===== src/text_cell_glyph_renderer_unit_defines.svh =====
// assertion macros used by the glyph renderer row generator
`ifndef TEXT_CELL_GLYPH_RENDERER_UNIT_DEFINES_SVH
`define TEXT_CELL_GLYPH_RENDERER_UNIT_DEFINES_SVH

// checked only while out of reset
`define TCG_ASSERT(lbl, prop, msg) \
  lbl: assert property (@(posedge clk_i) disable iff (!rst_ni) (prop)) else $error(msg);

// checked at every edge, reset included
`define TCG_ASSERT_ALWAYS(lbl, prop, msg) \
  lbl: assert property (@(posedge clk_i) (prop)) else $error(msg);

`endif


===== src/tcg_pkg.sv =====
// types, constants and lookup tables of the text cell glyph renderer
package tcg_pkg;

  localparam int unsigned COLUMNS_DEF = 80;
  localparam int unsigned ROWS_DEF    = 30;
  localparam int unsigned QUEUE_DEPTH = 2;

  localparam logic [7:0] CODE_NUL       = 8'h00;
  localparam logic [7:0] CODE_LF        = 8'h0A;
  localparam logic [7:0] CODE_CR        = 8'h0D;
  localparam logic [7:0] CODE_BOX_BASE  = 8'h80;
  localparam logic [7:0] CODE_HORZ      = 8'hC4;
  localparam logic [7:0] CODE_VERT      = 8'hB3;
  localparam logic [7:0] CODE_DOWN_RIGHT = 8'hDA;
  localparam logic [7:0] CODE_DOWN_LEFT  = 8'hBF;
  localparam logic [7:0] CODE_UP_RIGHT   = 8'hC0;
  localparam logic [7:0] CODE_UP_LEFT    = 8'hD9;

  localparam logic CFG_FG_INDEX = 1'b0;
  localparam logic CFG_BG_INDEX = 1'b1;

  localparam logic [3:0] FG_RESET = 4'd7;
  localparam logic [3:0] BG_RESET = 4'd0;

  // pixel line numbers within the 16 line cell
  localparam logic [3:0] FONT_TOP = 4'd4;
  localparam logic [3:0] FONT_END = 4'd11;
  localparam logic [3:0] BOX_MID  = 4'd8;
  localparam logic [3:0] ROW_LAST = 4'd15;

  typedef enum logic [2:0] {
    BOX_NONE,
    BOX_HORZ,
    BOX_VERT,
    BOX_DOWN_RIGHT,
    BOX_DOWN_LEFT,
    BOX_UP_RIGHT,
    BOX_UP_LEFT
  } box_e;

  // seven font lines, element 0 is the top line
  typedef logic [0:6][7:0] glyph_t;

  typedef struct packed {
    logic [6:0] slot;
    logic [6:0] column;
    logic [4:0] line;
    logic       is_box;
    box_e       box;
    glyph_t     glyph;
    logic [3:0] fg_index;
    logic [3:0] bg_index;
  } entry_t;

  typedef struct packed {
    logic [6:0]  out_slot;
    logic [9:0]  pixel_x;
    logic [9:0]  pixel_y;
    logic [7:0]  row_pixels;
    logic [15:0] foreground_rgba;
    logic [15:0] background_rgba;
    logic        last_row;
  } row_t;

  function automatic logic [15:0] palette(input logic [3:0] idx);
    logic [15:0] c;
    case (idx)
      4'd0:    c = 16'h000F;
      4'd1:    c = 16'h00AF;
      4'd2:    c = 16'h0A0F;
      4'd3:    c = 16'h0AAF;
      4'd4:    c = 16'hA00F;
      4'd5:    c = 16'hA0AF;
      4'd6:    c = 16'hA50F;
      4'd7:    c = 16'hAAAF;
      4'd8:    c = 16'h555F;
      4'd9:    c = 16'h55FF;
      4'd10:   c = 16'h5F5F;
      4'd11:   c = 16'h5FFF;
      4'd12:   c = 16'hF55F;
      4'd13:   c = 16'hF5FF;
      4'd14:   c = 16'hFF5F;
      default: c = 16'hFFFF;
    endcase
    return c;
  endfunction

  function automatic box_e box_kind(input logic [7:0] code);
    box_e k;
    case (code)
      CODE_HORZ:       k = BOX_HORZ;
      CODE_VERT:       k = BOX_VERT;
      CODE_DOWN_RIGHT: k = BOX_DOWN_RIGHT;
      CODE_DOWN_LEFT:  k = BOX_DOWN_LEFT;
      CODE_UP_RIGHT:   k = BOX_UP_RIGHT;
      CODE_UP_LEFT:    k = BOX_UP_LEFT;
      default:         k = BOX_NONE;
    endcase
    return k;
  endfunction

  function automatic logic [7:0] box_row(input box_e kind, input logic [3:0] r);
    logic [7:0] m;
    case (kind)
      BOX_HORZ:       m = (r == BOX_MID) ? 8'hFF : 8'h00;
      BOX_VERT:       m = 8'h08;
      BOX_DOWN_RIGHT: m = (r == BOX_MID) ? 8'h0F : ((r > BOX_MID) ? 8'h08 : 8'h00);
      BOX_DOWN_LEFT:  m = (r == BOX_MID) ? 8'hF8 : ((r > BOX_MID) ? 8'h08 : 8'h00);
      BOX_UP_RIGHT:   m = (r == BOX_MID) ? 8'h0F : ((r < BOX_MID) ? 8'h08 : 8'h00);
      BOX_UP_LEFT:    m = (r == BOX_MID) ? 8'hF8 : ((r < BOX_MID) ? 8'h08 : 8'h00);
      default:        m = 8'h00;
    endcase
    return m;
  endfunction

  // 6x7 font; codes without a glyph fall back to the question mark
  function automatic glyph_t font_glyph(input logic [6:0] code);
    glyph_t g;
    case (code)
      7'h30: g = 56'h1E_21_23_25_29_31_1E;
      7'h31: g = 56'h04_0C_04_04_04_04_0E;
      7'h32: g = 56'h1E_21_01_06_18_20_3F;
      7'h33: g = 56'h1E_21_01_0E_01_21_1E;
      7'h34: g = 56'h02_06_0A_12_3F_02_02;
      7'h35: g = 56'h3F_20_3E_01_01_21_1E;
      7'h36: g = 56'h0E_10_20_3E_21_21_1E;
      7'h37: g = 56'h3F_01_02_04_08_10_10;
      7'h38: g = 56'h1E_21_21_1E_21_21_1E;
      7'h39: g = 56'h1E_21_21_1F_01_02_1C;
      7'h41: g = 56'h0E_11_21_21_3F_21_21;
      7'h42: g = 56'h3E_21_21_3E_21_21_3E;
      7'h43: g = 56'h1E_21_20_20_20_21_1E;
      7'h44: g = 56'h3C_22_21_21_21_22_3C;
      7'h45: g = 56'h3F_20_20_3E_20_20_3F;
      7'h46: g = 56'h3F_20_20_3E_20_20_20;
      7'h47: g = 56'h1E_21_20_27_21_21_1E;
      7'h48: g = 56'h21_21_21_3F_21_21_21;
      7'h49: g = 56'h0E_04_04_04_04_04_0E;
      7'h4A: g = 56'h07_02_02_02_22_22_1C;
      7'h4B: g = 56'h21_22_24_38_24_22_21;
      7'h4C: g = 56'h20_20_20_20_20_20_3F;
      7'h4D: g = 56'h21_33_2D_21_21_21_21;
      7'h4E: g = 56'h21_31_29_25_23_21_21;
      7'h4F: g = 56'h1E_21_21_21_21_21_1E;
      7'h50: g = 56'h3E_21_21_3E_20_20_20;
      7'h51: g = 56'h1E_21_21_21_25_22_1D;
      7'h52: g = 56'h3E_21_21_3E_24_22_21;
      7'h53: g = 56'h1F_20_20_1E_01_01_3E;
      7'h54: g = 56'h3F_04_04_04_04_04_04;
      7'h55: g = 56'h21_21_21_21_21_21_1E;
      7'h56: g = 56'h21_21_21_21_21_12_0C;
      7'h57: g = 56'h21_21_21_21_2D_33_21;
      7'h58: g = 56'h21_12_0C_0C_0C_12_21;
      7'h59: g = 56'h21_12_0C_04_04_04_04;
      7'h5A: g = 56'h3F_01_02_04_08_10_3F;
      7'h61: g = 56'h00_00_1C_02_1E_22_1E;
      7'h62: g = 56'h20_20_3C_22_22_22_3C;
      7'h63: g = 56'h00_00_1C_20_20_20_1C;
      7'h64: g = 56'h02_02_1E_22_22_22_1E;
      7'h65: g = 56'h00_00_1C_22_3E_20_1C;
      7'h66: g = 56'h0C_10_3C_10_10_10_10;
      7'h67: g = 56'h00_00_1E_22_1E_02_1C;
      7'h68: g = 56'h20_20_3C_22_22_22_22;
      7'h69: g = 56'h08_00_18_08_08_08_1C;
      7'h6A: g = 56'h04_00_0C_04_04_24_18;
      7'h6B: g = 56'h20_24_28_30_28_24_22;
      7'h6C: g = 56'h18_08_08_08_08_08_1C;
      7'h6D: g = 56'h00_00_34_2A_2A_2A_2A;
      7'h6E: g = 56'h00_00_3C_22_22_22_22;
      7'h6F: g = 56'h00_00_1C_22_22_22_1C;
      7'h70: g = 56'h00_00_3C_22_3C_20_20;
      7'h71: g = 56'h00_00_1E_22_1E_02_02;
      7'h72: g = 56'h00_00_2C_30_20_20_20;
      7'h73: g = 56'h00_00_1E_20_1C_02_3C;
      7'h74: g = 56'h10_3C_10_10_10_10_0C;
      7'h75: g = 56'h00_00_22_22_22_26_1A;
      7'h76: g = 56'h00_00_22_22_14_14_08;
      7'h77: g = 56'h00_00_22_2A_2A_2A_14;
      7'h78: g = 56'h00_00_22_14_08_14_22;
      7'h79: g = 56'h00_00_22_22_1E_02_1C;
      7'h7A: g = 56'h00_00_3E_04_08_10_3E;
      7'h2D: g = 56'h00_00_00_1F_00_00_00;
      7'h2E: g = 56'h00_00_00_00_00_0C_0C;
      7'h21: g = 56'h04_04_04_04_04_00_04;
      7'h3A: g = 56'h00_0C_0C_00_0C_0C_00;
      7'h3B: g = 56'h00_18_18_00_18_18_10;
      7'h28: g = 56'h02_04_08_08_08_04_02;
      7'h29: g = 56'h08_04_02_02_02_04_08;
      7'h2F: g = 56'h01_02_04_08_10_20_00;
      7'h5C: g = 56'h20_10_08_04_02_00_00;
      7'h2C: g = 56'h00_00_00_00_0C_0C_08;
      7'h27: g = 56'h04_04_02_00_00_00_00;
      7'h22: g = 56'h0A_0A_04_00_00_00_00;
      7'h3C: g = 56'h04_08_10_20_10_08_04;
      7'h3E: g = 56'h10_08_04_02_04_08_10;
      7'h5B: g = 56'h3C_20_20_20_20_20_3C;
      7'h5D: g = 56'h3C_04_04_04_04_04_3C;
      7'h7B: g = 56'h1C_10_10_20_10_10_1C;
      7'h7D: g = 56'h38_08_08_04_08_08_38;
      7'h2B: g = 56'h00_08_08_3E_08_08_00;
      7'h3D: g = 56'h00_00_3E_00_3E_00_00;
      7'h5F: g = 56'h00_00_00_00_00_00_3E;
      7'h40: g = 56'h1C_22_2E_2A_2E_20_1C;
      7'h23: g = 56'h14_3E_14_14_3E_14_00;
      7'h24: g = 56'h08_1E_28_1C_0A_3C_08;
      7'h25: g = 56'h32_32_04_08_10_26_26;
      7'h26: g = 56'h18_24_28_10_2A_24_1A;
      7'h2A: g = 56'h00_14_08_3E_08_14_00;
      7'h7C: g = 56'h08_08_08_08_08_08_08;
      7'h20: g = 56'h00_00_00_00_00_00_00;
      default: g = 56'h1E_21_01_06_04_00_04;
    endcase
    return g;
  endfunction

endpackage


===== src/tcg_queue.sv =====
// short queue of classified cells between front end and row generator
module tcg_queue (
  input  logic            clk_i,
  input  logic            rst_ni,
  input  logic            push_valid_i,
  output logic            push_ready_o,
  input  tcg_pkg::entry_t push_entry_i,
  output logic            pop_valid_o,
  input  logic            pop_ready_i,
  output tcg_pkg::entry_t pop_entry_o
);

  localparam int unsigned Depth = tcg_pkg::QUEUE_DEPTH;
  localparam int unsigned AW    = (Depth > 1) ? $clog2(Depth) : 1;
  localparam int unsigned CW    = $clog2(Depth + 1);
  localparam logic [AW-1:0] PtrLast = AW'(Depth - 1);
  localparam logic [CW-1:0] CntFull = CW'(Depth);

  tcg_pkg::entry_t mem_q [Depth];
  logic [AW-1:0]   wr_ptr_q, rd_ptr_q;
  logic [CW-1:0]   count_q;
  logic            do_push, do_pop;

  assign push_ready_o = (count_q != CntFull);
  assign pop_valid_o  = (count_q != '0);
  assign do_push      = push_valid_i && push_ready_o;
  assign do_pop       = pop_valid_o && pop_ready_i;
  assign pop_entry_o  = mem_q[rd_ptr_q];

  always_ff @(posedge clk_i) begin
    if (do_push) begin
      mem_q[wr_ptr_q] <= push_entry_i;
    end
  end

  always_ff @(posedge clk_i or negedge rst_ni) begin
    if (!rst_ni) begin
      wr_ptr_q <= '0;
      rd_ptr_q <= '0;
      count_q  <= '0;
    end else begin
      if (do_push) begin
        wr_ptr_q <= (wr_ptr_q == PtrLast) ? '0 : wr_ptr_q + AW'(1);
      end
      if (do_pop) begin
        rd_ptr_q <= (rd_ptr_q == PtrLast) ? '0 : rd_ptr_q + AW'(1);
      end
      case ({do_push, do_pop})
        2'b10:   count_q <= count_q + CW'(1);
        2'b01:   count_q <= count_q - CW'(1);
        default: count_q <= count_q;
      endcase
    end
  end

endmodule


===== config.mk =====
export PLATFORM = sky130hd
export DESIGN_NAME = tcg_queue
export DESIGN_NICKNAME = d
export VERILOG_FILES = /design/src/text_cell_glyph_renderer_unit_defines.svh /design/src/tcg_pkg.sv /design/src/tcg_queue.sv
export SDC_FILE = /design/constraint.sdc
export NUM_CORES = 1
export LEC_CHECK = 0
export BUFFER_PORTS_ARGS = -buffer_cell sky130_fd_sc_hd__buf_2
export CAP_MARGIN = 30
export CORE_MARGIN = 2
export CORE_UTILIZATION = 47
export DETAILED_ROUTE_END_ITERATION = 10
export PLACE_DENSITY_LB_ADDON = 0.12
export SKIP_LAST_GASP = 1
export SLEW_MARGIN = 20
export SYNTH_ARGS = -nofsm -noshare
export SYNTH_HDL_FRONTEND = slang
export SYNTH_SLANG_ARGS = --single-unit

===== constraint.sdc =====
create_clock -name clk_i -period 4.8 [get_ports clk_i]
set_clock_uncertainty 0.1 [all_clocks]
set_input_delay 0.96 -clock clk_i [delete_from_list [all_inputs] [get_ports clk_i]]
set_output_delay 0.96 -clock clk_i [all_outputs]
set_load 0.02 [all_outputs]

# [After elaboration in Yosys (flattened, before gate mapping)]
# Memories as Yosys holds them, arrays and structs flattened.
# Index checks and enable logic that the tools add are counted.
[word_totals] n_memories=1 ram_bits=174 reg_bits=4
[memory_table] name="mem_q" depth=2 width=87 read_ports=1 rd_clocked_by_memory_dff=0 wr=1 line_no="tcg_queue.sv:19" rtl="tcg_pkg::entry_t mem_q [Depth];"
[classes] n_reduce_logical=4 add_sub_neg=4 eq_ne=3 muxes=5
[op_table] op="1-bit two-way mux" count=4
[op_table] op="2-bit one-hot mux with 2 select lines" count=1
[op_table] op="2-bit nonzero test" count=2
[op_table] op="1-bit adder, second input constant" count=2
[op_table] op="2-bit by 1-bit adder with 2-bit output, second input constant" count=1
[op_table] op="2-bit by 1-bit equality test with 1-bit output, second input constant" count=1
[op_table] op="2-bit equality test, second input constant" count=1
[op_table] op="1-bit logical AND" count=2
[op_table] op="2-bit != test, second input constant" count=1
[op_table] op="2-bit by 1-bit subtractor with 2-bit output, second input constant" count=1

# [Longest topological paths before layout]
[depth] depth_word=4 ltp_mapped=6

# [Worst setup path after synthesis]
# No wires, ideal clock.
[synth_path] path_kind="in2reg" startpoint="input port push_valid_i" endpoint="memory mem_q[0][0] (netlist name), enable pin" path_buffers=0 cell_stages=2 arrival_ns=4.687 path_slack_ns=-0.521 cell_sequence="nand2_1 nor2_1"
[synth_via] elab_chain_len=3
[synth_rtl] element="start: declaration" line_no="tcg_queue.sv:5" rtl="input logic push_valid_i,"
[synth_rtl] element="1-bit logical AND" line_no="tcg_queue.sv:26" rtl="assign do_push = push_valid_i && push_ready_o;"
[synth_rtl] element="1-bit two-way mux" line_no="tcg_queue.sv:31" rtl="if (do_push) begin"
[synth_rtl] element="1-bit two-way mux (not written as such)" line_no="tcg_queue.sv:32" rtl="mem_q[wr_ptr_q] <= push_entry_i;"
[synth_rtl] element="end: declaration" line_no="tcg_queue.sv:19"
# Every way passes these cells.

==> results.json <==
{
  "max-vdd-ir-drop_mv": 0.336,
  "ys_seq_elements": 178,
  "p_leak_uw": 0.00314,
  "synthAdderAreaFrac_pct": 0.191,
  "area_growth_syn_to_layout_pct": 26.2,
  "start_util_pct": 47.7,
  "hold-worst-slack_ns": 0.243,
  "grt_pass1_wl_mm": 16.2,
  "synth.avg_cell_area_um2": 22.7,
  "rr_worst_depth": 5,
  "cp.depth": 3,
  "hold_viol": 0,
  "vias_per_cell": 4.80,
  "synth_largest_area_cell": "edfxtp_1",
  "path_class": "reg2out",
  "htreeDepth": 4,
  "numCtsBuffers": 17,
  "drc": 0,
  "synth_nets": 380,
  "rows": 43,
  "pin_count": 180,
  "track_usage_pct": 14.9,
  "cp-start-kind": "flip-flop",
  "period_share_pct": 71.1,
  "io_buffer_count": 179,
  "synth_cell_type_count": 15,
  "insertion_delay_ns": 0.41,
  "cts_tree": "built",
  "crit_path_end_kind": "primary output",
  "wl_mm": 10.8,
  "synth_top_cell_area_share_pct": 79.8,
  "postSynthCellCount": 288,
  "synthesis.area_mm2": 0.00655,
  "final_common_cell": "buf_2",
  "firstDrtPassIters": 4,
  "vias": 3247,
  "slew_headroom_pct": 46.2,
  "required_ns": 3.74,
  "clk_pin_slew_ns": 0.06,
  "finalSetupTns_ns": 0,
  "die_y_um": 122,
  "fin_crit_ns": 3.41,
  "dp_cells": 643,
  "grt_max_degree": 57,
  "synth_seq_area_share_pct": 81.3,
  "cpPeakStageDelay_ns": 0.96,
  "synth_compound_gate_area_share_pct": 0,
  "status": "finished clean",
  "synthXorXnorAreaFrac_pct": 0.669,
  "rsz0062_at_grt": "no",
  "grt_pass1_vias": 3358,
  "wl_per_cell_um": 16.0,
  "crit_arrival_ns": 2.35,
  "yosys_warnings": 0,
  "cp-startpoint": "rd_ptr_q",
  "setup_violations": 0,
  "postCtsSetupBuffers": 0,
  "wl_met3_mm": 1.03,
  "final_cells": 677,
  "coreArea_mm2": 0.0137,
  "hold_path.class": "in2async",
  "path_buf_inv": 2,
  "clock_sinks": 178,
  "timing.rr.start": "count_q[0]",
  "clockRootBuffer": "clkbuf_16",
  "grt-ovfl-total": 0,
  "drtIter0Drc": 177,
  "routed.top_layer": "met5",
  "slowest_stage": "dfrtp_4",
  "nets": 575,
  "die_x_um": 122,
  "antenna_found_initial": 2,
  "place.gp.congestion": 0.665,
  "cpLargestDelayFamily": "flip-flops",
  "post-dp-hpwl_mm": 7.19,
  "synthSimpleGateAreaFrac_pct": 0.592,
  "synth_area_leaders": "edfxtp_1 80%, mux2_2 12%, mux2_4 4.6%",
  "power.density_mw_per_mm2": 633,
  "layout-drive-gt1-share_pct": 61.9,
  "drv_cap": 0,
  "holdBufCountCts": 0,
  "fmax_mhz": 293,
  "final_cell_mix": "179 x buf_2, 174 x edfxtp_1, 67 x mux2_2, 20 x mux2_4, 17 x clkbuf_16",
  "finalMaxSlewViolations": 0,
  "synth_top_family_by_area": "multiplexers",
  "synthMuxAreaShare_pct": 16.1,
  "worstMarginPinSlew_ns": 0.807,
  "worst-path-max-fanout": 56,
  "met1Wirelength_mm": 4.23,
  "antenna_left": 0,
  "wl_met2_mm": 5.32,
  "dieArea_mm2": 0.0149,
  "crit_path_cell_trace": "buf_4 > mux2_2 > buf_2",
  "cts.path.max_buffers": 2,
  "cts_resized": 0
}
[state kept, by name, summed over array words and instances (netlist names)]
register and cells:
rd_ptr_q 1, wr_ptr_q 1, count_q 2, mem_q 174
[path summary, 6_finish.rpt]
check / endpoint / slack (ns)
max: pop_entry_o[66] / 1.39
min: rd_ptr_q / 0.24
max reg2reg: mem_q[0][27] / 2.69
min reg2reg: count_q[1] / 0.39
max in group asynchronous: rd_ptr_q / 4.22
min in group clk_i: count_q[1] / 0.39
[layer usage]
layer	up-vias	GRT usage, %
li1	1541	-
met1	1568	16.4
met2	117	24.5
met3	19	6.84
met4	2	7.33
met5	-	0
[cell families (layout without fill, tap and decap cells)]
logic type / Yosys count / after routing
XOR/XNOR: 5 / 5
adder cells (fa/ha/maj): 1 / 1
buffers and inverters: 10 / 218
flip-flops: 178 / 178
multiplexers: 87 / 87
other: 0 / 1
AND/OR/NAND/NOR: 7 / 7
[cell type report]
class	instances	area [µm²]
clock inverter	14	116
sequential	178	5330
fill	1048	5450
multi-input combinational	100	1160
clock buffer	18	429
timing repair buffer	186	1000
antenna	1	2.50
tap	180	225
[per-stage QoR]
stage / util [%] / power (µW) / area [µm²] / setup WS, ns
floorplan: - / 3520 / 6550 / 0.941
global placement: 55.9 / 4000 / 7660 / 1.81
detailed placement: 56.1 / 4040 / 7690 / 1.81
CTS: 60.0 / 5290 / 8240 / 1.35
global route: 60.2 / 5480 / 8260 / 1.27
finish: 60.2 / 5230 / 8270 / 1.39
[synth_stat cells]
library cell and n:
and2_4 1, and3_1 1, buf_2 6, buf_6 4
dfrtp_1 4, edfxtp_1 174, ha_1 1, mux2_2 67
mux2_4 20, nand2_1 1, nand2b_1 1, nor2_1 2
or2_2 1, xnor2_1 3, xor2_1 2
[where the power goes]
part | internal, µW | switching [µW] | leakage (µW) | total (µW)
registers | 2120 | 176 | 0.00166 | 2300
clock network | 709 | 536 | 0.000253 | 1250
logic | 735 | 954 | 0.00123 | 1690
Power figures use the tool's default switching activity.
